$ cat src/sdzm_pkg.sv
`default_nettype none

package sdzm_pkg;

	// Sample width; a sample is signed Q1.(SAMPLE_BITS-1).
	localparam int SAMPLE_BITS = 16;
	localparam int INNER_W     = SAMPLE_BITS - 1;
	localparam int SQ_W        = 2 * SAMPLE_BITS;
	localparam int ROOT_STAGES = SAMPLE_BITS;
	localparam int DIV_STAGES  = SAMPLE_BITS;
	localparam int ROOT_REM_W  = SAMPLE_BITS + 1;
	localparam int CFG_INDEX_W = 2;

	localparam logic [SAMPLE_BITS-1:0] OUTER_RESET = {1'b1, {(SAMPLE_BITS-1){1'b0}}};
	localparam logic [SAMPLE_BITS-1:0] OUT_MAX     = {1'b0, {(SAMPLE_BITS-1){1'b1}}};
	localparam logic [SAMPLE_BITS-1:0] SAMPLE_MIN  = {1'b1, {(SAMPLE_BITS-1){1'b0}}};

	// Configuration register indexes.
	typedef enum logic [CFG_INDEX_W-1:0] {
		REG_INNER = 2'd0,
		REG_OUTER = 2'd1
	} reg_index_t;

	// Per-sample values carried down the pipeline after the dead zone.
	typedef struct packed {
		logic [SAMPLE_BITS-1:0] dr;
		logic [SAMPLE_BITS-1:0] du;
		logic                   neg_r;
		logic                   neg_u;
		logic                   zero;
		logic [SAMPLE_BITS-1:0] den;
	} item_t;

	// Output of the front stages: item, sum of squares, and the outside flag.
	typedef struct packed {
		item_t           item;
		logic [SQ_W-1:0] sum_sq;
		logic            outside;
	} front_t;

	// Output of the root pipeline.
	typedef struct packed {
		item_t                  item;
		logic                   outside;
		logic [SAMPLE_BITS-1:0] root;
	} root_t;

	// Input of the divider pipeline.
	typedef struct packed {
		logic [SAMPLE_BITS-1:0] dr;
		logic [SAMPLE_BITS-1:0] du;
		logic [SAMPLE_BITS-1:0] divisor;
		logic                   neg_r;
		logic                   neg_u;
		logic                   zero;
	} div_in_t;

	// Output of the divider pipeline.
	typedef struct packed {
		logic [SAMPLE_BITS-1:0] q_r;
		logic [SAMPLE_BITS-1:0] q_u;
		logic                   neg_r;
		logic                   neg_u;
		logic                   zero;
	} div_out_t;

endpackage

`default_nettype wire

$ cat src/sdzm_div.sv
`default_nettype none

module sdzm_div (
	input  logic               clk,
	input  logic               arst_n,
	input  logic               in_valid,
	output logic               in_ready,
	input  sdzm_pkg::div_in_t  in_data,
	output logic               out_valid,
	input  logic               out_ready,
	output sdzm_pkg::div_out_t out_data
);
	import sdzm_pkg::*;

	logic                   v_q     [DIV_STAGES];
	div_in_t                data_q  [DIV_STAGES];
	logic [SAMPLE_BITS-1:0] rem_r_q [DIV_STAGES];
	logic [SAMPLE_BITS-1:0] rem_u_q [DIV_STAGES];
	logic [SAMPLE_BITS-1:0] q_r_q   [DIV_STAGES];
	logic [SAMPLE_BITS-1:0] q_u_q   [DIV_STAGES];

	wire logic [DIV_STAGES-1:0]  en;
	wire logic                   v_in     [DIV_STAGES];
	wire div_in_t                d_in     [DIV_STAGES];
	wire logic [SAMPLE_BITS-1:0] rem_r_in [DIV_STAGES];
	wire logic [SAMPLE_BITS-1:0] rem_u_in [DIV_STAGES];
	wire logic [SAMPLE_BITS-1:0] q_r_in   [DIV_STAGES];
	wire logic [SAMPLE_BITS-1:0] q_u_in   [DIV_STAGES];
	wire logic                   bit_r    [DIV_STAGES];
	wire logic                   bit_u    [DIV_STAGES];

	// Restoring division of d * FULL_SCALE, one quotient bit per stage.
	// The dividend's low bits are all zero, so only the first stage brings
	// in a bit of the magnitude itself.
	for (genvar k = 0; k < DIV_STAGES; k++) begin : g_stage
		logic [SAMPLE_BITS:0] cand_r, cand_u, dv, diff_r, diff_u;
		logic                 fit_r, fit_u;

		if (k == 0) begin : g_head
			assign v_in[k]     = in_valid;
			assign d_in[k]     = in_data;
			assign rem_r_in[k] = {1'b0, in_data.dr[SAMPLE_BITS-1:1]};
			assign rem_u_in[k] = {1'b0, in_data.du[SAMPLE_BITS-1:1]};
			assign bit_r[k]    = in_data.dr[0];
			assign bit_u[k]    = in_data.du[0];
			assign q_r_in[k]   = '0;
			assign q_u_in[k]   = '0;
		end else begin : g_body
			assign v_in[k]     = v_q[k-1];
			assign d_in[k]     = data_q[k-1];
			assign rem_r_in[k] = rem_r_q[k-1];
			assign rem_u_in[k] = rem_u_q[k-1];
			assign bit_r[k]    = 1'b0;
			assign bit_u[k]    = 1'b0;
			assign q_r_in[k]   = q_r_q[k-1];
			assign q_u_in[k]   = q_u_q[k-1];
		end

		if (k == DIV_STAGES - 1) begin : g_tail_en
			assign en[k] = !v_q[k] || out_ready;
		end else begin : g_mid_en
			assign en[k] = !v_q[k] || en[k+1];
		end

		// Shift in the next dividend bit and try to subtract the divisor.
		always_comb begin
			dv     = {1'b0, d_in[k].divisor};
			cand_r = {rem_r_in[k], bit_r[k]};
			cand_u = {rem_u_in[k], bit_u[k]};
			diff_r = cand_r - dv;
			diff_u = cand_u - dv;
			fit_r  = (cand_r >= dv);
			fit_u  = (cand_u >= dv);
		end

		always_ff @(posedge clk or negedge arst_n) begin
			if (!arst_n) begin
				v_q[k] <= 1'b0;
			end else if (en[k]) begin
				v_q[k] <= v_in[k];
			end
		end

		always_ff @(posedge clk) begin
			if (en[k] && v_in[k]) begin
				data_q[k]  <= d_in[k];
				rem_r_q[k] <= fit_r ? diff_r[SAMPLE_BITS-1:0] : cand_r[SAMPLE_BITS-1:0];
				rem_u_q[k] <= fit_u ? diff_u[SAMPLE_BITS-1:0] : cand_u[SAMPLE_BITS-1:0];
				q_r_q[k]   <= {q_r_in[k][SAMPLE_BITS-2:0], fit_r};
				q_u_q[k]   <= {q_u_in[k][SAMPLE_BITS-2:0], fit_u};
			end
		end
	end

	assign in_ready  = en[0];
	assign out_valid = v_q[DIV_STAGES-1];
	assign out_data  = '{q_r:   q_r_q[DIV_STAGES-1],
	                     q_u:   q_u_q[DIV_STAGES-1],
	                     neg_r: data_q[DIV_STAGES-1].neg_r,
	                     neg_u: data_q[DIV_STAGES-1].neg_u,
	                     zero:  data_q[DIV_STAGES-1].zero};

endmodule

`default_nettype wire

$ cat config.mk
export PLATFORM = sky130hd
export DESIGN_NAME = sdzm_div
export DESIGN_NICKNAME = d
export VERILOG_FILES = /design/src/sdzm_pkg.sv /design/src/sdzm_div.sv
export SDC_FILE = /design/constraint.sdc
export NUM_CORES = 2
export LEC_CHECK = 0
export BUFFER_PORTS_ARGS = -buffer_cell sky130_fd_sc_hd__buf_2
export CAP_MARGIN = 20
export CORE_MARGIN = 3
export CORE_UTILIZATION = 30
export CTS_CLUSTER_DIAMETER = 80
export CTS_CLUSTER_SIZE = 28
export DETAILED_ROUTE_END_ITERATION = 7
export GPL_ROUTABILITY_DRIVEN = 0
export MAX_ROUTING_LAYER = met4
export SKIP_LAST_GASP = 1
export SLEW_MARGIN = 10
export SYNTH_ARGS = -nofsm -noshare
export SYNTH_HDL_FRONTEND = slang
export SYNTH_SLANG_ARGS = --single-unit
$ cat constraint.sdc
create_clock -name clk -period 7.2 [get_ports clk]
set_clock_uncertainty 0.15 [all_clocks]
set_input_delay 0.36 -clock clk [delete_from_list [all_inputs] [get_ports clk]]
set_output_delay 0.36 -clock clk [all_outputs]
set_load 0.02 [all_outputs]
==> reports/summary.txt <==
Design Power - 30.1 mW
Sw Ratio - 0.393
Post-Route WL - 145 mm
RSZ-0062 raised after global routing - no
clock buffer depth - 3
CTS H-tree lvls - 2
clock slew at reported path FFs - 0.10 ns
Post-DP Area - 65,000 um^2
DRT antenna net count - 0
Tmin final - 3.59 ns
cts hold-fix bufs - 55
gr usage total - 0.138
Layout area overhead - 10.7%
Worst Setup Path Type - reg2reg
Row Count - 165
Chip Height - 457 um
Cells after Synth - 5,197
Final Hold Viols - 0
P_leak - 26.2 nW
hold slack - 0.217 ns
Synth area leader - edfxtp_1
Skew-Pair Late Insertion Delay - 0.70 ns
Slew @ Worst Pin - 1.03 ns
Avg Synthesized Cell Area - 11.8 um^2
ys flop type - edfxtp_1
main area contributors after synthesis - edfxtp_1 (51%), ha_1 (10%), mux2_2 (3.9%)
Max VDD drop - 0.229 mV
Post-synth EDFFs - 1,040
Final Slew Violations - 0
largest net degree at the start of global routing - 68
most frequent cells in the layout - edfxtp_1 (1,040), ha_1 (510), inv_1 (407)
DR vias/cell - 5.01
FMAX - 0.279 GHz
total number of vias - 40,500
Setup WS pre-CTS - 3.54 ns
sequential share of the synthesized area - 0.517
Finished Layout Cells - 8,092
status - finished, final reports clean
Core Box Area - 203,000 um^2
proportion of netlist area held by the largest area contributor - 0.511
Slew headroom - 0.313
hold crit path type - in2reg
most common cell after layout, fill and taps aside - edfxtp_1
FFs w/ async S/R, synth - 0.0152
sequential share of power - 0.371
CTS tree - built
Clk pwr share - 0.134
grt ovf - 0
fin worst setup slack - 3.61 ns
detailed placement HPWL - 112 mm
period utilization - 0.498
met2 wire length - 71.2 mm
fin util - 0.334
postcts setup bufs - 0
warnings from Yosys - 0
synth unique cells - 82
Starting Density - 0.302
layout cell share with drive strength beyond 1 - 0.106
Pwr per Cell Area - 444 nW/um^2
crit end category - flop
max-cap violation count - 0
CTS root buffer - clkbuf_16
Mapped Area - 61,100 um^2
vias in the first global route - 39,500
Net Sw Power - 11.8 mW
post-CTS sizing - 0
multi-input logic area - 27,800 um^2
Register Area - 31,600 um^2
Die Wd - 457 um
1st-iter DRT viols - 3,046
syn nets - 5,792
Critical Path Fanout Max - 28
DR WL met3 - 5.16 mm
CTS Buf Count - 57
endpoints failing setup - 0
setup_tns - 0 ns
post-route DRC violation count - 0
crit path launch type - flop
post-route cell area - 67,700 um^2
Port Buffers - 91
combinational share of power - 0.495
Req. time, crit path - 7.50 ns
WL met1 - 63.9 mm
Int Power - 18.3 mW
# fillers - 20,000
crit path DAT - 3.89 ns
first-pass GRT wire length - 225 mm
clk sinks - 1,056
fin nets - 5,969
WL per Instance - 17.9 um
Placed Cells incl. Taps - 7,931
I/O Pins - 92
die area - 209,000 um^2
initial antenna violation count - 2
register bit count reported by yosys - 1,056
First-pass DRT Iterations - 6
top sig layer - met4
## registers in the layout (all words and copies together), names as in the netlist
register   flops
data_q       288
rem_r_q      240
q_r_q        136
v_in          15
out_valid      1
q_u_q        136
rem_u_q      240
## power by group through the flow
stage               clock, mW  combinational (mW)  sequential, mW
detailed placement          0                14.7            11.3
global route             4.42                16.6            11.4
global placement            0                14.4            11.3
CTS                      4.19                14.9            11.2
floorplan                   0                11.5            10.6
finish                   4.03                14.9            11.2
## critical path: stages (launching register included)
cell and delay [ns]:
edfxtp_1 0.54, inv_1 0.11, ha_1 0.32, nor2b_1 0.15
o31a_1 0.29, nor4_2 0.30, o31ai_4 0.17, a221oi_4 0.87
mux2_2 0.43
## kinds of logic after synthesis
kind of cell	count (synthesis)	share of synthesized area
AOI/OAI and AO/OA	1290	0.141
xor gates and xnor gates	302	0.0433
adders and majority gates	540	0.114
buffers and inverters	470	0.0303
DFF	1056	0.517
muxes	260	0.0475
and+or+nand+nor	1279	0.106
## layer usage
metal,vias to the layer above,global-route usage
li1,19900,-
met1,19600,0.176
met2,881,0.235
met3,194,0.0115
met4,0,0.0417
met5,-,-
## cells in the mapped netlist, types with 16 or more instances
library cell and number:
buf_2 26, and4_1 46, edfxtp_1 1040, o21ai_0 219, o21a_1 67, clkbuf_1 26
and2_1 58, xor2_1 87, nand4_1 59, nand3_1 44, or2_2 51, a31oi_1 73
mux2_2 214, fa_1 30, o31ai_1 38, dfrtp_1 16, o21bai_1 40, and3_1 42
nand2_1 211, inv_1 407, ha_1 510, o211ai_1 41, a41o_1 30, a211oi_1 77
xnor2_1 215, a21boi_0 16, a2111oi_0 18, mux2i_1 34, nor3_1 119, or3_1 43
a41oi_1 16, nor2b_1 108, a31o_2 19, nor2_1 370, a21o_1 136, a211o_1 22
a21oi_1 363, nand2b_1 101
## worst paths after layout
check / from / end / slack [ns] / cells past startpoint
hold / removal: in_data[1] / data_q[0][1] / 0.22 / 2
hold reg to reg: q_r_q[1][52] / q_r_q[1][69] / 0.26 / 0
setup reg to reg: data_q[0][208] / rem_u_q[0][88] / 3.61 / 8
setup / recovery: data_q[0][208] / rem_u_q[0][88] / 3.61 / 8
min in group asynchronous: arst_n / v_in[12] / 0.63 / 3
max in group asynchronous: arst_n / out_valid / 5.79 / 3
## area by class of cell
type | instances | area share
sequential | 1056 | 0.467
multi-input combinational | 3671 | 0.411
tap | 2672 | 0.0494
inverter | 407 | 0.0226
clock buffer | 63 | 0.0216
timing repair buffer | 181 | 0.0189
clock inverter | 41 | 0.00904
antenna | 1 | 0.0000370
Note: power is estimated with default switching activity, not from simulation.
