[src/sdzm_pkg.sv]
`default_nettype none

package sdzm_pkg;

	// Sample width; a sample is signed Q1.(SAMPLE_BITS-1).
	localparam int SAMPLE_BITS = 16;
	localparam int INNER_W     = SAMPLE_BITS - 1;
	localparam int SQ_W        = 2 * SAMPLE_BITS;
	localparam int ROOT_STAGES = SAMPLE_BITS;
	localparam int DIV_STAGES  = SAMPLE_BITS;
	localparam int ROOT_REM_W  = SAMPLE_BITS + 1;
	localparam int CFG_INDEX_W = 2;

	localparam logic [SAMPLE_BITS-1:0] OUTER_RESET = {1'b1, {(SAMPLE_BITS-1){1'b0}}};
	localparam logic [SAMPLE_BITS-1:0] OUT_MAX     = {1'b0, {(SAMPLE_BITS-1){1'b1}}};
	localparam logic [SAMPLE_BITS-1:0] SAMPLE_MIN  = {1'b1, {(SAMPLE_BITS-1){1'b0}}};

	// Configuration register indexes.
	typedef enum logic [CFG_INDEX_W-1:0] {
		REG_INNER = 2'd0,
		REG_OUTER = 2'd1
	} reg_index_t;

	// Per-sample values carried down the pipeline after the dead zone.
	typedef struct packed {
		logic [SAMPLE_BITS-1:0] dr;
		logic [SAMPLE_BITS-1:0] du;
		logic                   neg_r;
		logic                   neg_u;
		logic                   zero;
		logic [SAMPLE_BITS-1:0] den;
	} item_t;

	// Output of the front stages: item, sum of squares, and the outside flag.
	typedef struct packed {
		item_t           item;
		logic [SQ_W-1:0] sum_sq;
		logic            outside;
	} front_t;

	// Output of the root pipeline.
	typedef struct packed {
		item_t                  item;
		logic                   outside;
		logic [SAMPLE_BITS-1:0] root;
	} root_t;

	// Input of the divider pipeline.
	typedef struct packed {
		logic [SAMPLE_BITS-1:0] dr;
		logic [SAMPLE_BITS-1:0] du;
		logic [SAMPLE_BITS-1:0] divisor;
		logic                   neg_r;
		logic                   neg_u;
		logic                   zero;
	} div_in_t;

	// Output of the divider pipeline.
	typedef struct packed {
		logic [SAMPLE_BITS-1:0] q_r;
		logic [SAMPLE_BITS-1:0] q_u;
		logic                   neg_r;
		logic                   neg_u;
		logic                   zero;
	} div_out_t;

endpackage

`default_nettype wire

[src/sdzm_front.sv]
`default_nettype none

module sdzm_front (
	input  logic                                clk,
	input  logic                                arst_n,
	input  logic                                in_valid,
	output logic                                in_ready,
	input  logic signed [sdzm_pkg::SAMPLE_BITS-1:0] stick_right,
	input  logic signed [sdzm_pkg::SAMPLE_BITS-1:0] stick_up,
	input  logic [sdzm_pkg::INNER_W-1:0]        inner,
	input  logic [sdzm_pkg::SAMPLE_BITS-1:0]    outer,
	output logic                                out_valid,
	input  logic                                out_ready,
	output sdzm_pkg::front_t                    out_data
);
	import sdzm_pkg::*;

	logic v_s1, v_s2, v_s3, v_s4;
	logic en1, en2, en3, en4;

	logic [SAMPLE_BITS-1:0] mag_r_s1, mag_u_s1, den_s1;
	logic                   neg_r_s1, neg_u_s1, zero_s1;
	logic [INNER_W-1:0]     inner_s1;
	item_t                  item_s2, item_s3;
	logic [SQ_W-1:0]        sq_r_s3, sq_u_s3, den_sq_s3;
	front_t                 front_s4;

	logic [SAMPLE_BITS-1:0] raw_r, raw_u, mag_r, mag_u;
	logic [SAMPLE_BITS:0]   diff;
	logic [SAMPLE_BITS-1:0] inner_ext;
	logic [SQ_W-1:0]        sum_sq;

	// A stage loads when it is empty or the stage after it moves on.
	assign en4      = !v_s4 || out_ready;
	assign en3      = !v_s3 || en4;
	assign en2      = !v_s2 || en3;
	assign en1      = !v_s1 || en2;
	assign in_ready = en1;

	always_ff @(posedge clk or negedge arst_n) begin
		if (!arst_n) begin
			v_s1 <= 1'b0;
			v_s2 <= 1'b0;
			v_s3 <= 1'b0;
			v_s4 <= 1'b0;
		end else begin
			if (en1) v_s1 <= in_valid;
			if (en2) v_s2 <= v_s1;
			if (en3) v_s3 <= v_s2;
			if (en4) v_s4 <= v_s3;
		end
	end

	// Stage 1: sign and magnitude of each axis, span between the zones.
	assign raw_r     = stick_right;
	assign raw_u     = stick_up;
	assign mag_r     = raw_r[SAMPLE_BITS-1] ? (~raw_r + 1'b1) : raw_r;
	assign mag_u     = raw_u[SAMPLE_BITS-1] ? (~raw_u + 1'b1) : raw_u;
	assign inner_ext = {1'b0, inner};
	assign diff      = {1'b0, outer} - {1'b0, inner_ext};

	always_ff @(posedge clk) begin
		if (en1 && in_valid) begin
			mag_r_s1 <= mag_r;
			mag_u_s1 <= mag_u;
			neg_r_s1 <= raw_r[SAMPLE_BITS-1];
			neg_u_s1 <= raw_u[SAMPLE_BITS-1];
			zero_s1  <= (outer <= inner_ext);
			den_s1   <= diff[SAMPLE_BITS-1:0];
			inner_s1 <= inner;
		end
	end

	// Stage 2: remove the axial dead zone, never going below zero.
	always_ff @(posedge clk) begin
		if (en2 && v_s1) begin
			item_s2.dr    <= (mag_r_s1 > {1'b0, inner_s1}) ?
				(mag_r_s1 - {1'b0, inner_s1}) : '0;
			item_s2.du    <= (mag_u_s1 > {1'b0, inner_s1}) ?
				(mag_u_s1 - {1'b0, inner_s1}) : '0;
			item_s2.neg_r <= neg_r_s1;
			item_s2.neg_u <= neg_u_s1;
			item_s2.zero  <= zero_s1;
			item_s2.den   <= den_s1;
		end
	end

	// Stage 3: squares of both axes and of the span.
	always_ff @(posedge clk) begin
		if (en3 && v_s2) begin
			item_s3   <= item_s2;
			sq_r_s3   <= SQ_W'(item_s2.dr) * SQ_W'(item_s2.dr);
			sq_u_s3   <= SQ_W'(item_s2.du) * SQ_W'(item_s2.du);
			den_sq_s3 <= SQ_W'(item_s2.den) * SQ_W'(item_s2.den);
		end
	end

	// Stage 4: squared length and whether it lies outside the circle.
	assign sum_sq = sq_r_s3 + sq_u_s3;

	always_ff @(posedge clk) begin
		if (en4 && v_s3) begin
			front_s4.item    <= item_s3;
			front_s4.sum_sq  <= sum_sq;
			front_s4.outside <= (sum_sq > den_sq_s3);
		end
	end

	assign out_valid = v_s4;
	assign out_data  = front_s4;

endmodule

`default_nettype wire

[config.mk]
export PLATFORM = sky130hd
export DESIGN_NAME = sdzm_front
export DESIGN_NICKNAME = d
export VERILOG_FILES = /design/src/sdzm_pkg.sv /design/src/sdzm_front.sv
export SDC_FILE = /design/constraint.sdc
export NUM_CORES = 2
export LEC_CHECK = 0
export ABC_AREA = 1
export BUFFER_PORTS_ARGS = -buffer_cell sky130_fd_sc_hd__buf_2
export CORE_UTILIZATION = 40
export CTS_CLUSTER_DIAMETER = 150
export CTS_CLUSTER_SIZE = 40
export DETAILED_ROUTE_END_ITERATION = 6
export GPL_ROUTABILITY_DRIVEN = 0
export SYNTH_ARGS = -nofsm -noshare
export SYNTH_HDL_FRONTEND = slang
export SYNTH_SLANG_ARGS = --single-unit
[constraint.sdc]
create_clock -name clk -period 7.45 [get_ports clk]
set_input_delay 1.1175 -clock clk [delete_from_list [all_inputs] [get_ports clk]]
set_output_delay 1.1175 -clock clk [all_outputs]
set_load 0.02 [all_outputs]
==> reports/qor.csv <==
metric,value,unit
reg2reg_slack,1350,ps
rows,117,
maxCapViolCount,0,
placeableCoreArea,102000,um^2
cts_setup_buffers,0,
antenna_found_initial,2,
critPathCapture,sq_u_s3[23]$_DFFE_PP_,
hold_class,in -> async,
dieWidth,322,um
synth_seq_cells,346,
clockRootBuffer,clkbuf_16,
htreeDepth,1,
wire_per_inst,14.6,um
finalHoldViolations,0,
cts_tree,built,
crit_family,adder cells,
fmax,0.164,GHz
grt_max_degree,67,
gr-total-overflow,0,
num_vias,29600,
syn-instance-count,4992,
grt_pass1_vias,30600,
n_antenna_cell,0,
layout_common_cells,"inv_1 (1418), nand2_1 (1354), fa_1 (489)",
crit_chain,inv_1 -> fa_1 -> inv_1 -> fa_1 -> inv_1 -> fa_1 -> inv_1 -> fa_1 -> fa_1 -> inv_1 -> fa_1 -> inv_1 -> ha_1 -> nand2_1 -> inv_1 -> a21oi_1 -> nand3_1 -> nand3_1 -> nand2_1 -> nand2_1 -> nand2_1,
ys_types,34,
reg2reg_from,item_s2[26]$_SDFFCE_PP0P_,
setup_tns,0,ps
syn-num-nets,5964,
grt_first_pass_wirelength,157,mm
first_iter_violations,1780,
die_h,322,um
layout-drive-gt1-share,4.31,%
final_common_cell,inv_1,
clk_pin_slew_worst_paths,160,ps
vias_per_cell,4.60,
seq_area,10400,um^2
critPathLaunchType,flop,
nets,6046,
remaining_drc_errors,0,
status,completed,
min_period,6100,ps
hpwl,79.2,mm
crit_path_max_incr_delay,950,ps
final.period_utilization,81.8,%
critical_path.endpoint_type,flop,
initial_utilization,40.3,%
io_pins,153,
yosysSeqAreaShare,25.3,%
multi_input_area,24900,um^2
rsz0062_at_grt,no,
r2r-end,sq_u_s3[23]$_DFFE_PP_,
fin_skew,32.1,ps
critPathSlowestCell,edfxtp_1,
wl,94.0,mm
slew_headroom,34.4,%
clockBufferDepth,3,
tightestPinTransition,983,ps
cp.arrival,6430,ps
ant_nets,0,
syn2layout_area_growth,6.52,%
synth_warnings,0,
critical_path_buf_inv_count,7,
hold_buffers,0,
insertion_delay,580,ps
fill_cells,10200,
cts-resized-gates,0,
die-area,104000,um^2
ff2ff_path_depth,21,
critPathKind,reg -> reg,
critPathRequiredTime,7780,ps
slew_viol_final,0,
cp_max_fo,17,
crit_path_start,item_s2[26]$_SDFFCE_PP0P_,
setup_viol,0,
critPathMostFrequentCell,inv_1,
grt_usage,18.8,%
cts.sinks,346,
path_depth,21,
syn_avg_cell_area,8.21,um^2
portBuffers,152,
syn_area,41000,um^2
numCtsBuffers,14,
first_pass_iters,5,
-- synthesized netlist by cell type --
cell type / instances / area [um^2]
nor3b_1: 1 / 7.51
o211ai_1: 1 / 7.51
nand2_4: 1 / 11.3
nand3b_1: 12 / 90.1
nand4_1: 27 / 169
buf_6: 2 / 22.5
inv_1: 1420 / 5330
a21oi_4: 1 / 16.3
or2_2: 13 / 81.3
o21ai_0: 28 / 140
and2_1: 3 / 18.8
a21oi_2: 1 / 8.76
dfrtp_1: 4 / 100
a31o_2: 3 / 26.3
buf_1: 1 / 3.75
o21a_1: 2 / 15.0
nor3_2: 2 / 20.0
xor2_1: 124 / 1090
nor3_1: 43 / 215
ha_1: 416 / 5200
edfxtp_1: 342 / 10300
xnor2_1: 23 / 201
fa_1: 489 / 9790
clkbuf_1: 91 / 342
nand3_1: 154 / 771
nor2_1: 250 / 938
nor4_1: 2 / 12.5
a21oi_1: 132 / 661
o21bai_1: 28 / 210
a21o_1: 8 / 60.1
nor2_2: 9 / 56.3
a31oi_1: 2 / 12.5
nand2_1: 1354 / 5080
nand2_2: 3 / 18.8
-- kinds of logic (layout without fill, tap and decap cells) --
family	Yosys count	count (layout)	share of synthesized area [%]
simple gates	1874	1874	18.3
buf+inv	1514	1602	13.9
fa+ha+maj	905	905	36.6
flops	346	346	25.3
compound gates	206	206	2.82
xor+xnor	147	147	3.14
-- layout make-up --
class                           instances  share of cell area [%]
Clock buffer                           15                   0.860
Clock inverter                          7                   0.258
Inverter                             1420                    12.2
Multi-Input combinational cell       3132                    57.1
Sequential cell                       346                    23.7
Tap cell                             1368                    3.92
Timing Repair Buffer                  160                    1.88
-- worst min-delay path by stage --
| stage | from | endpoint | depth (start not counted) |
|---|---|---|---|
| floorplan | den_s1[0]$_DFFE_PP_ | item_s2[0]$_DFFE_PP_ | 0 |
| global placement | item_s3[28]$_DFFE_PP_ | out_data[61]$_DFFE_PP_ | 0 |
| detailed placement | item_s3[10]$_DFFE_PP_ | out_data[43]$_DFFE_PP_ | 0 |
| CTS | arst_n | out_valid$_DFFE_PN0P_ | 1 |
| global route | arst_n | v_s3$_DFFE_PN0P_ | 1 |
| finish | arst_n | out_valid$_DFFE_PN0P_ | 1 |
-- metrics by stage --
step,cells,instance area (um^2),hold WS (ps),util [%],setup WS [ps]
6_report,6448,43700,314,42.9,1350
5_1_grt,6448,43700,281,42.9,962
4_1_cts,6448,43700,268,42.9,1340
3_5_place_dp,6426,43200,405,42.4,1360
3_3_place_gp,6426,43200,403,42.4,1410
2_1_floorplan,4992,41000,400,-,2030
-- layer usage --
| layer | global-route usage, % | part of all wire, % | vias up |
|---|---|---|---|
| met2 | 31.8 | 46 | 573 |
| met4 | 3.72 | 1.8 | 0 |
| met1 | 26.4 | 48 | 14000 |
| li1 | - | - | 14900 |
| met5 | 0 | 0 | - |
| met3 | 1.58 | 4.0 | 72 |
-- registers in the layout (all words and copies together) (netlist names), 15 cells and up --
register,flops
den_sq_s3,30
inner_s1,15
sq_r_s3,30
item_s2,51
item_s3,51
mag_r_s1,16
den_s1,16
out_data,84
sq_u_s3,30
mag_u_s1,16
-- worst reg2reg max path: stages, from the launching register on --
cell	delay, ps
edfxtp_1	950
inv_1	170
fa_1	590
inv_1	60
fa_1	500
inv_1	60
fa_1	530
inv_1	50
fa_1	450
fa_1	490
inv_1	50
fa_1	470
inv_1	40
ha_1	350
nand2_1	190
inv_1	60
a21oi_1	260
nand3_1	250
nand3_1	170
nand2_1	60
nand2_1	50
nand2_1	60
Power is left out: the tool's default activity adds up to more than one toggle a clock period on the data nets, which glitch-free logic cannot reach.
