**src/sdzm_pkg.sv**
```systemverilog
`default_nettype none

package sdzm_pkg;

	// Sample width; a sample is signed Q1.(SAMPLE_BITS-1).
	localparam int SAMPLE_BITS = 16;
	localparam int INNER_W     = SAMPLE_BITS - 1;
	localparam int SQ_W        = 2 * SAMPLE_BITS;
	localparam int ROOT_STAGES = SAMPLE_BITS;
	localparam int DIV_STAGES  = SAMPLE_BITS;
	localparam int ROOT_REM_W  = SAMPLE_BITS + 1;
	localparam int CFG_INDEX_W = 2;

	localparam logic [SAMPLE_BITS-1:0] OUTER_RESET = {1'b1, {(SAMPLE_BITS-1){1'b0}}};
	localparam logic [SAMPLE_BITS-1:0] OUT_MAX     = {1'b0, {(SAMPLE_BITS-1){1'b1}}};
	localparam logic [SAMPLE_BITS-1:0] SAMPLE_MIN  = {1'b1, {(SAMPLE_BITS-1){1'b0}}};

	// Configuration register indexes.
	typedef enum logic [CFG_INDEX_W-1:0] {
		REG_INNER = 2'd0,
		REG_OUTER = 2'd1
	} reg_index_t;

	// Per-sample values carried down the pipeline after the dead zone.
	typedef struct packed {
		logic [SAMPLE_BITS-1:0] dr;
		logic [SAMPLE_BITS-1:0] du;
		logic                   neg_r;
		logic                   neg_u;
		logic                   zero;
		logic [SAMPLE_BITS-1:0] den;
	} item_t;

	// Output of the front stages: item, sum of squares, and the outside flag.
	typedef struct packed {
		item_t           item;
		logic [SQ_W-1:0] sum_sq;
		logic            outside;
	} front_t;

	// Output of the root pipeline.
	typedef struct packed {
		item_t                  item;
		logic                   outside;
		logic [SAMPLE_BITS-1:0] root;
	} root_t;

	// Input of the divider pipeline.
	typedef struct packed {
		logic [SAMPLE_BITS-1:0] dr;
		logic [SAMPLE_BITS-1:0] du;
		logic [SAMPLE_BITS-1:0] divisor;
		logic                   neg_r;
		logic                   neg_u;
		logic                   zero;
	} div_in_t;

	// Output of the divider pipeline.
	typedef struct packed {
		logic [SAMPLE_BITS-1:0] q_r;
		logic [SAMPLE_BITS-1:0] q_u;
		logic                   neg_r;
		logic                   neg_u;
		logic                   zero;
	} div_out_t;

endpackage

`default_nettype wire

```
**src/sdzm_sqrt.sv**
```systemverilog
`default_nettype none

module sdzm_sqrt (
	input  logic             clk,
	input  logic             arst_n,
	input  logic             in_valid,
	output logic             in_ready,
	input  sdzm_pkg::front_t in_data,
	output logic             out_valid,
	input  logic             out_ready,
	output sdzm_pkg::root_t  out_data
);
	import sdzm_pkg::*;

	logic                   v_q    [ROOT_STAGES];
	front_t                 data_q [ROOT_STAGES];
	logic [ROOT_REM_W-1:0]  rem_q  [ROOT_STAGES];
	logic [SAMPLE_BITS-1:0] root_q [ROOT_STAGES];

	wire logic [ROOT_STAGES-1:0] en;
	wire logic                   v_in    [ROOT_STAGES];
	wire front_t                 d_in    [ROOT_STAGES];
	wire logic [ROOT_REM_W-1:0]  rem_in  [ROOT_STAGES];
	wire logic [SAMPLE_BITS-1:0] root_in [ROOT_STAGES];

	// One root bit per stage, taking two radicand bits from the top down.
	for (genvar k = 0; k < ROOT_STAGES; k++) begin : g_stage
		logic [ROOT_REM_W+1:0] tmp, trial, diff;
		logic                  fits;

		if (k == 0) begin : g_head
			assign v_in[k]    = in_valid;
			assign d_in[k]    = in_data;
			assign rem_in[k]  = '0;
			assign root_in[k] = '0;
		end else begin : g_body
			assign v_in[k]    = v_q[k-1];
			assign d_in[k]    = data_q[k-1];
			assign rem_in[k]  = rem_q[k-1];
			assign root_in[k] = root_q[k-1];
		end

		if (k == ROOT_STAGES - 1) begin : g_tail_en
			assign en[k] = !v_q[k] || out_ready;
		end else begin : g_mid_en
			assign en[k] = !v_q[k] || en[k+1];
		end

		// Trial subtraction of 4*root + 1 from the shifted remainder.
		always_comb begin
			tmp   = {rem_in[k], d_in[k].sum_sq[SQ_W-1-2*k -: 2]};
			trial = {1'b0, root_in[k], 2'b01};
			diff  = tmp - trial;
			fits  = (tmp >= trial);
		end

		always_ff @(posedge clk or negedge arst_n) begin
			if (!arst_n) begin
				v_q[k] <= 1'b0;
			end else if (en[k]) begin
				v_q[k] <= v_in[k];
			end
		end

		always_ff @(posedge clk) begin
			if (en[k] && v_in[k]) begin
				data_q[k] <= d_in[k];
				rem_q[k]  <= fits ? diff[ROOT_REM_W-1:0] : tmp[ROOT_REM_W-1:0];
				root_q[k] <= {root_in[k][SAMPLE_BITS-2:0], fits};
			end
		end
	end

	assign in_ready  = en[0];
	assign out_valid = v_q[ROOT_STAGES-1];
	assign out_data  = '{item:    data_q[ROOT_STAGES-1].item,
	                     outside: data_q[ROOT_STAGES-1].outside,
	                     root:    root_q[ROOT_STAGES-1]};

endmodule

`default_nettype wire

```
**config.mk**
```make
export PLATFORM = sky130hd
export DESIGN_NAME = sdzm_sqrt
export DESIGN_NICKNAME = d
export VERILOG_FILES = /design/src/sdzm_pkg.sv /design/src/sdzm_sqrt.sv
export SDC_FILE = /design/constraint.sdc
export NUM_CORES = 1
export LEC_CHECK = 0
export BUFFER_PORTS_ARGS = -buffer_cell sky130_fd_sc_hd__buf_4
export CAP_MARGIN = 5
export CORE_UTILIZATION = 40
export DETAILED_ROUTE_END_ITERATION = 6
export GPL_TIMING_DRIVEN = 0
export PLACE_DENSITY = 0.57
export SYNTH_ARGS = -nofsm -noshare
export SYNTH_HDL_FRONTEND = slang
export SYNTH_SLANG_ARGS = --single-unit
export TNS_END_PERCENT = 30
```
**constraint.sdc**
```tcl
create_clock -name clk -period 18.3 [get_ports clk]
set_input_delay 5.49 -clock clk [delete_from_list [all_inputs] [get_ports clk]]
set_output_delay 5.49 -clock clk [all_outputs]
set_load 0.05 [all_outputs]
```
==> reports/qor.txt, run 1 <==
Yosys cell types -> 77
Area growth syn-to-layout -> 16.8%
Hold Path Class -> reg -> reg
Seq cells post-synth -> 1,461
Met2 Wirelength -> 39,200 um
Die Height -> 368 um
crit path DAT -> 7.79 ns
hold_buf cts -> 0
Critical Path Start Type -> input port
Synth Flop Type -> edfxtp_1
Reg clk slew, reported paths -> 0.06 ns
CTS H-tree lvls -> 4
most common cell after layout, fill and taps aside -> edfxtp_1
Slew HR -> 0.295
CP cell instances -> buf_4 -> nand4b_1 -> inv_1 -> and3_1 -> nand2_1 -> nor4_2 -> nand3_1 -> buf_4
fin. max-slew vios -> 0
EDFF count, synth -> 1,445
die width -> 368 um
CP Class -> in -> out
Post-CTS Setup Inserts -> 0
initial core utilization -> 0.405
Yosys Warn Count -> 0
antenna violation net count after detailed routing -> 0
clock latency on the worst-skew pair -> 0.76 ns
ratio of cells with drive above 1 in the final layout -> 0.139
highest metal used -> met5
ys async rst share -> 0.0110
1st-iter DRT viols -> 1,314
synthesized netlist cell count -> 2,966
clk root buf -> clkbuf_16
Max IR drop VDD -> 0.0943 mV
core area -> 0.132 mm^2
leakage dissipation -> 23.0 nW
CTS tree -> done
post-CTS sizing -> 0
CTS Buf Count -> 151
P per Cell Area -> 132 mW/mm^2
HPWL after DPL -> 54,300 um
Pre-antenna DRT Iters -> 5
via count -> 24,100
first-pass GRT wire length -> 128,000 um
Crit-path slowest cell -> nor4_2
Placed Cells incl. Taps -> 4,913
status -> completed
total power -> 8.27 mW
met3 WL post-DR -> 3800 um
Final Hold Vio Count -> 0
Int Pwr -> 6.28 mW
initial antenna violation count -> 3
worst slew pin tran -> 1.05 ns
Final #Nets -> 3,551
post-route clock skew -> 0.0292 ns
GR Util All Layers -> 0.120
CP dominant cell by count -> buf_4
CTS Sinks -> 1,461
Critical Path Fanout Max -> 6
sw frac -> 0.241
Sw Pwr -> 1.99 mW
Max Buffers Root-to-Sink -> 3
Reg power frac -> 0.534
Post-route DRC -> 0
total global routing overflow -> 0
GPL Wtd Cong -> 0.864
# IOs -> 158
maximum clock rate -> 0.0753 GHz
routed len/inst -> 15.5 um
Non-Filler Instances -> 5,177
final wirelength -> 80,400 um
most frequent cells in the layout -> 1,445 x edfxtp_1, 179 x inv_1, 177 x nor2_1
crit end category -> output port
Synth Net Count -> 3,206
Final period util -> 0.726
Antenna diodes -> 0
vias in the first global route -> 24,800
DRT met1 WL -> 35,200 um
Req. time, crit path -> 12.81 ns
RSZ-0062 raised after global routing -> false
combinational fraction of design power -> 0.115
total negative slack -> 0 ns
clock network fraction of total power -> 0.352
total die area -> 0.136 mm^2
synthesized area per cell -> 18.1 um^2
Via density -> 4.66
CP peak stage delay -> 0.94 ns
Max Cap Viol -> 0
IO buf count -> 157
post-synthesis sequential area ratio -> 0.817
fin crit period -> 13.28 ns
Setup Viol. Count Final -> 0
hold slack final -> 0.406 ns
mapped cell area -> 0.0536 mm^2
largest net degree at the start of global routing -> 59
Rows -> 133
==> cells by family after synthesis <==
group | after synthesis | share of synthesized area
XOR/XNOR | 179 | 0.0292
adder cells (fa/ha/maj) | 152 | 0.0355
buffers and inverters | 206 | 0.0147
flip-flops | 1461 | 0.817
other | 1 | 0.0000699
AO/OA/AOI/OAI | 377 | 0.0440
AND/OR/NAND/NOR | 553 | 0.0522
multiplexers | 37 | 0.00761
==> power groups by stage <==
stage               sequential (mW)  clock (mW)  combinational, mW
floorplan                      4.57           0              0.565
global placement               4.55           0              0.898
detailed placement             4.49           0              0.962
CTS                            4.42        3.01              0.966
global route                   4.46        3.14               1.05
finish                         4.41        2.91              0.947
==> worst paths after layout <==
| kind | slack (ns) | from | cells past startpoint | to |
|---|---|---|---|---|
| max | 5.02 | out_ready | 8 | in_ready |
| min | 0.41 | data_q[1][171]$_DFFE_PP_ | 0 | data_q[1][255]$_DFFE_PP_ |
| max reg2reg | 15.15 | rem_q[1][34]$_DFFE_PP_ | 8 | rem_q[1][58]$_DFFE_PP_ |
| min reg2reg | 0.41 | data_q[1][171]$_DFFE_PP_ | 0 | data_q[1][255]$_DFFE_PP_ |
| max in group asynchronous | 13.50 | arst_n | 1 | v_in[0]$_DFFE_PN0P_ |
| min in group asynchronous | 4.59 | arst_n | 1 | v_in[13]$_DFFE_PN0P_ |
==> metal layers <==
layer,track usage,vias up
met2,0.202,420
met3,0.0300,167
li1,-,12000
met5,0,-
met1,0.147,11600
met4,0.0483,4
==> flip-flops by register name, summed over array words and instances, names as in the netlist <==
register	flops
data_q	1072
rem_q	237
root_q	136
v_in	15
out_valid	1
==> critical path, delay by kind of cell <==
kind / cells / cell delay (ns)
simple gates: 5 / 1.83
buf+inv: 3 / 0.46
==> cells in the mapped netlist (all sizes together), types with 7 or more instances <==
| cell type | count | share of area |
|---|---|---|
| and2 | 15 | 0.0018 |
| xnor2 | 100 | 0.016 |
| nor4 | 28 | 0.0037 |
| dfrtp | 16 | 0.0075 |
| inv | 179 | 0.013 |
| nand3b | 7 | 0.00098 |
| nand4 | 18 | 0.0022 |
| a21boi | 7 | 0.00098 |
| nor2 | 179 | 0.013 |
| o21a | 32 | 0.0045 |
| or4 | 15 | 0.0023 |
| a211oi | 10 | 0.0014 |
| or3 | 16 | 0.0019 |
| a31oi | 14 | 0.0016 |
| a21oi | 151 | 0.014 |
| ha | 152 | 0.035 |
| o211ai | 13 | 0.0019 |
| mux2i | 7 | 0.0013 |
| nor2b | 23 | 0.0027 |
| edfxtp | 1445 | 0.81 |
| or2 | 13 | 0.0015 |
| nand2b | 38 | 0.0044 |
| nand2 | 94 | 0.0066 |
| xor2 | 79 | 0.013 |
| mux2 | 30 | 0.0063 |
| o21ai | 68 | 0.0063 |
| clkbuf | 13 | 0.00091 |
| nand3 | 34 | 0.0033 |
| buf | 14 | 0.0013 |
| a21o | 35 | 0.0049 |
| nor3 | 49 | 0.0046 |
==> metrics by stage <==
step                      setup slack, ns  area (um^2)  utilization
final                                5.02        62700        0.474
after global routing                 4.90        62700        0.474
after CTS                            5.04        62700        0.474
after detailed placement             5.07        57900        0.437
after global placement             -0.721        57000        0.431
after floorplan                      4.26        53600            -
==> area by class of cell <==
| cell class | instances | area [um^2] |
|---|---|---|
| Buffer | 27 | 119 |
| Timing Repair Buffer | 192 | 1960 |
| Sequential cell | 1461 | 43800 |
| Tap cell | 1755 | 2200 |
| Clock inverter | 77 | 832 |
| Fill cell | 11100 | 69600 |
| Multi-Input combinational cell | 1299 | 9140 |
| Inverter | 179 | 672 |
| Clock buffer | 187 | 3940 |
(Power assumes the default switching activity.)
==> run 2, diff against run 1 <==
Settings changed: PLACE_DENSITY 0.57 to 0.59.
Clock period 18.3 ns to 11 ns, I/O delays scaled along.
==> run 2 against run 1 <==
Against the previous run:
- cell area about the same
- clock-buffer cell count is 8 higher
- non-clock buffer count shrank 1
- critical path depth stayed put
- die area unchanged
- critical endpoint unchanged
- clock power up 65%
- first-iteration DRC count is 0.30% lower
- hold slack improved by 0.0030 ns
- via count increased by 0.63%
- sequential cell count unchanged
==> reports/qor.txt, run 2 (synthesis gave the netlist of run 1 again) <==
CP dominant cell by count -> buf_4
CP delay by family, top -> simple AND/OR/NAND/NOR gates
1st-iter DRT viols -> 1,310
CP cell instances -> buf_4 -> nand4b_1 -> inv_1 -> and3_1 -> nand2_1 -> nor4_2 -> nand3_1 -> buf_4
Hold Path Class -> reg -> reg
status -> completed
routed len/inst -> 15.4 um
max reg flops -> 1,072
worst slew pin tran -> 1.07 ns
largest net degree at the start of global routing -> 62
register with the most flip-flops -> data_q
initial antenna violation count -> 2
Max Cap Viol -> 0
total die area -> 0.136 mm^2
crit path DAT -> 5.62 ns
die width -> 368 um
Pre-antenna DRT Iters -> 7
Req. time, crit path -> 7.70 ns
CTS tree -> done
clk root buf -> clkbuf_16
total global routing overflow -> 0
Crit-path slowest cell -> nor4_2
Via density -> 4.69
# IOs -> 158
CP bufs+invs -> 3
IO buf count -> 157
setup ws final -> 2.08 ns
Post-route DRC -> 0
Final #Nets -> 3,549
Reg clk slew, reported paths -> 0.06 ns
Rows -> 133
HPWL after DPL -> 53,700 um
RSZ-0062 raised after global routing -> false
clock latency on the worst-skew pair -> 0.77 ns
Critical Path Start Type -> input port
Non-Filler Instances -> 5,178
Post-CTS Setup Inserts -> 0
final wirelength -> 80,000 um
via count -> 24,300
area of placed instances -> 0.0579 mm^2
post-route clock skew -> 0.0246 ns
Setup Viol. Count Final -> 0
first-pass GRT wire length -> 128,000 um
leakage dissipation -> 23.0 nW
fin. max-slew vios -> 0
biggest regs -> data_q: 1072 flops, rem_q: 237 flops, root_q: 136 flops
Max Buffers Root-to-Sink -> 3
hold slack final -> 0.409 ns
CTS Sinks -> 1,461
antenna violation net count after detailed routing -> 0
Fillers -> 11,000
maximum clock rate -> 0.112 GHz
Placed Cells incl. Taps -> 4,912
Critical Path Fanout Max -> 6
Slew HR -> 0.281
dpl ws -> 2.11 ns
ratio of cells with drive above 1 in the final layout -> 0.137
initial core utilization -> 0.405
GR Util All Layers -> 0.119
CTS H-tree lvls -> 4
most frequent cells in the layout -> 1,445 x edfxtp_1, 179 x inv_1, 177 x nor2_1
CP Class -> in -> out
core area -> 0.132 mm^2
Final period util -> 0.811
Max IR drop VDD -> 0.166 mV
Antenna diodes -> 0
CTS Buf Count -> 150
fin crit period -> 8.92 ns
Area growth syn-to-layout -> 16.8%
hold_buf cts -> 0
vias in the first global route -> 24,700
Die Height -> 368 um
final instance area -> 0.0626 mm^2
post-CTS sizing -> 0
most common cell after layout, fill and taps aside -> edfxtp_1
CP peak stage delay -> 0.95 ns
Final Hold Vio Count -> 0
GPL Wtd Cong -> 0.845
combined area of the multi-input logic cells -> 0.00914 mm^2
crit end category -> output port
Reg area -> 0.0438 mm^2
P per Cell Area -> 219 mW/mm^2
run 2: changes by cell type in the layout (fill, tap and decap cells not counted), sizes merged:
cell / previous run / this run
clkinvlp: 4 / 1
clkinv: 56 / 53
buf: 206 / 205
clkbuf: 200 / 208
run 2: metal layers:
metal	share of wire	wire, um	track usage
met3	0.046	3710	0.0245
met1	0.43	34600	0.147
met4	0.027	2160	0.0516
met2	0.49	39500	0.203
met5	0.00016	13	0
run 2: worst register-to-register path, stage by stage (launching register included):
cell,delay (ns)
dfrtp_1,0.39
nand4b_1,0.16
inv_1,0.10
and3_1,0.30
nand2_1,0.16
nor4_2,0.95
nor2b_4,0.38
buf_12,0.31
buf_12,0.20
run 2: where the power goes:
group	leakage [nW]	switching, mW	internal [mW]
registers	14.0	0.271	7.07
clock network	2.30	2.00	2.81
logic	6.73	1.01	0.575
run 2: cell type report:
| type | count | share of cell area |
|---|---|---|
| Sequential cell | 1461 | 0.699 |
| Multi-Input combinational cell | 1299 | 0.146 |
| Clock buffer | 195 | 0.0638 |
| Tap cell | 1755 | 0.0351 |
| Timing Repair Buffer | 191 | 0.0317 |
| Clock inverter | 71 | 0.0118 |
| Inverter | 179 | 0.0107 |
| Buffer | 27 | 0.00190 |
run 2: path summary, 6_finish.rpt:
path | startpoint | to | slack (ns) | depth (start not counted)
max | out_ready | in_ready | 2.08 | 8
max in group asynchronous | arst_n | v_in[2]$_DFFE_PN0P_ | 8.39 | 1
min in group asynchronous | arst_n | v_in[14]$_DFFE_PN0P_ | 2.40 | 1
min reg2reg | data_q[0][190]$_DFFE_PP_ | data_q[0][274]$_DFFE_PP_ | 0.41 | 0
max reg2reg | out_valid$_DFFE_PN0P_ | rem_q[0][39]$_DFFE_PP_ | 7.79 | 8
min | data_q[0][190]$_DFFE_PP_ | data_q[0][274]$_DFFE_PP_ | 0.41 | 0
run 2: per-stage QoR:
stage	utilization	total power [mW]	setup TNS, ns
2_1_floorplan	-	8.53	-45.33
4_1_cts	0.474	13.9	0
3_5_place_dp	0.438	9.07	0
6_report	0.474	13.7	0
5_1_grt	0.474	14.3	0
3_3_place_gp	0.431	9.05	-982.25
==> run 3, diff against run 2 <==
Settings changed: ABC_AREA from default to 1.
Clock period 11 ns to 7.65 ns, I/O delays scaled along.
==> run 3 against run 2 <==
Against the previous run:
- sequential power is 52% higher
- sequential cell count unchanged
- clock power rose by 46%
- utilization fell by 0.18 points
- non-clock buffer count shrank 6
- critical endpoint unchanged
- largest cell class unchanged
- highest routed layer unchanged
==> reports/qor.txt, run 3 <==
Req. time, crit path -> 5.36 ns
area of placed instances -> 0.0594 mm^2
Crit-path slowest cell -> buf_4
largest net degree at the start of global routing -> 62
CP dominant cell by count -> nor2_4
status -> completed
total global routing overflow -> 0
via count -> 26,000
CTS Sinks -> 1,461
Die Height -> 373 um
RSZ-0062 raised after global routing -> false
most common cell in the netlist -> edfxtp_1
Max Buffers Root-to-Sink -> 3
ys async rst share -> 0.0110
Rows -> 135
final instance area -> 0.0641 mm^2
mapped cell area -> 0.0551 mm^2
fin. max-slew vios -> 0
synthesized area per cell -> 16.2 um^2
total negative slack -> 0 ns
leakage dissipation -> 24.3 nW
most common cell after layout, fill and taps aside -> edfxtp_1
IO buf count -> 157
crit path DAT -> 4.16 ns
Reg area -> 0.0438 mm^2
1st-iter DRT viols -> 1,484
top-area cell type share of the netlist area -> 0.788
hold_buf cts -> 0
Pre-antenna DRT Iters -> 5
core area -> 0.136 mm^2
antenna violation net count after detailed routing -> 0
GPL Wtd Cong -> 0.869
initial antenna violation count -> 6
Setup Viol. Count Final -> 0
Via density -> 4.61
Hold Path Class -> reg -> reg
die width -> 373 um
Fillers -> 11,600
CTS Buf Count -> 149
post-route clock skew -> 0.0452 ns
initial core utilization -> 0.405
total die area -> 0.139 mm^2
EDFF count, synth -> 1,445
Reg clk slew, reported paths -> 0.06 ns
Max Cap Viol -> 0
Yosys Warn Count -> 0
P per Cell Area -> 336 mW/mm^2
worst slew pin tran -> 0.761 ns
Max IR drop VDD -> 0.211 mV
ranking of synthesized cells by area -> edfxtp_1 79%, ha_1 3.5%, nand2_1 3.1%, inv_1 2.4%, xor2_1 1.5%
Area growth syn-to-layout -> 16.5%
GR Util All Layers -> 0.135
CTS tree -> done
crit end category -> output port
Yosys cell types -> 72
clock latency on the worst-skew pair -> 0.77 ns
post-CTS sizing -> 0
Post-route DRC -> 0
Critical Path Fanout Max -> 4
Critical Path Start Type -> input port
synthesized netlist cell count -> 3,393
clk root buf -> clkbuf_16
Seq cells post-synth -> 1,461
HPWL after DPL -> 64,500 um
hold slack final -> 0.403 ns
CP Class -> in -> out
CTS H-tree lvls -> 4
Post-synth top cells -> 1,445 x edfxtp_1, 448 x nand2_1, 358 x inv_1
routed len/inst -> 16.5 um
maximum clock rate -> 0.155 GHz
max reg flops -> 1,072
r2r setup slk -> 4.89 ns
final core utilization -> 0.472
Final period util -> 0.844
vias in the first global route -> 26,400
# IOs -> 158
Synth Flop Type -> edfxtp_1
Post-CTS Setup Inserts -> 0
combined area of the multi-input logic cells -> 0.00969 mm^2
final wirelength -> 92,900 um
biggest regs -> data_q: 1072 flops, rem_q: 237 flops, root_q: 136 flops
most frequent cells in the layout -> 1,445 x edfxtp_1, 448 x nand2_1, 350 x inv_1
register with the most flip-flops -> data_q
fin crit period -> 6.46 ns
Antenna diodes -> 0
Slew HR -> 0.489
first-pass GRT wire length -> 146,000 um
Yosys top cell by area -> edfxtp_1
Final Hold Vio Count -> 0
post-synthesis sequential area ratio -> 0.795
Synth Net Count -> 3,633
CP cell instances -> buf_4 -> inv_1 -> nand4_2 -> nor2_4 -> nand4_4 -> nor2_4 -> nand2_2 -> nor2_2 -> nand3_2 -> nor2_4 -> nand4_2 -> buf_4
Final #Nets -> 3,975
ratio of cells with drive above 1 in the final layout -> 0.160
CP peak stage delay -> 0.22 ns
==> run 3: kinds of logic (layout without fill, tap and decap cells) <==
kind of cell / count (synthesis) / in the layout / share of synthesized area
compound gates: 382 / 382 / 0.0446
xor+xnor: 159 / 159 / 0.0253
fa+ha+maj: 152 / 152 / 0.0345
buf+inv: 397 / 860 / 0.0301
flops: 1461 / 1461 / 0.795
other cells: 1 / 1 / 0.0000681
simple gates: 841 / 841 / 0.0703
==> run 3: area by class of cell <==
class	instances	share of cell area
Sequential cell	1461	0.683
Buffer	21	0.00351
Inverter	376	0.0227
Tap cell	1781	0.0347
Clock buffer	185	0.0604
Clock inverter	87	0.0142
Timing Repair Buffer	191	0.0306
Multi-Input combinational cell	1535	0.151
==> run 3: worst paths after layout <==
kind / to / cells past startpoint / start
max: in_ready / 12 / out_ready
max reg2reg: data_q[0][77]$_DFFE_PP_ / 11 / out_valid$_DFFE_PN0P_
min: data_q[1][178]$_DFFE_PP_ / 0 / data_q[1][94]$_DFFE_PP_
min in group asynchronous: v_in[14]$_DFFE_PN0P_ / 1 / arst_n
max in group asynchronous: v_in[4]$_DFFE_PN0P_ / 1 / arst_n
min reg2reg: data_q[1][178]$_DFFE_PP_ / 0 / data_q[1][94]$_DFFE_PP_
==> run 3: worst max-delay path: cells and delay by family <==
family / cells / cell delay (ns)
buffers and inverters: 3 / 0.51
and+or+nand+nor: 9 / 1.34
==> run 3: where the power goes <==
part           switching, mW  total [mW]  internal [mW]
clock network           3.02        7.01           3.99
logic                   2.26        3.33           1.07
registers              0.558        11.2           10.7
==> run 3: routing by layer <==
layer  wire length (um)  track usage  vias up
li1                   -            -    13000
met1              42200        0.175    12500
met2              44800        0.225      404
met3               3690       0.0295      167
met4               2240       0.0433        4
met5                 29            0        -
==> run 3: stage by stage <==
| stage | power, mW | worst slack, ns | cells |
|---|---|---|---|
| 2_1_floorplan | 13.6 | 0.183 | 3393 |
| 3_3_place_gp | 14.8 | -3.23 | 5331 |
| 3_5_place_dp | 14.8 | 1.17 | 5365 |
| 4_1_cts | 21.9 | 1.16 | 5637 |
| 5_1_grt | 22.6 | 0.988 | 5637 |
| 6_report | 21.6 | 1.19 | 5637 |
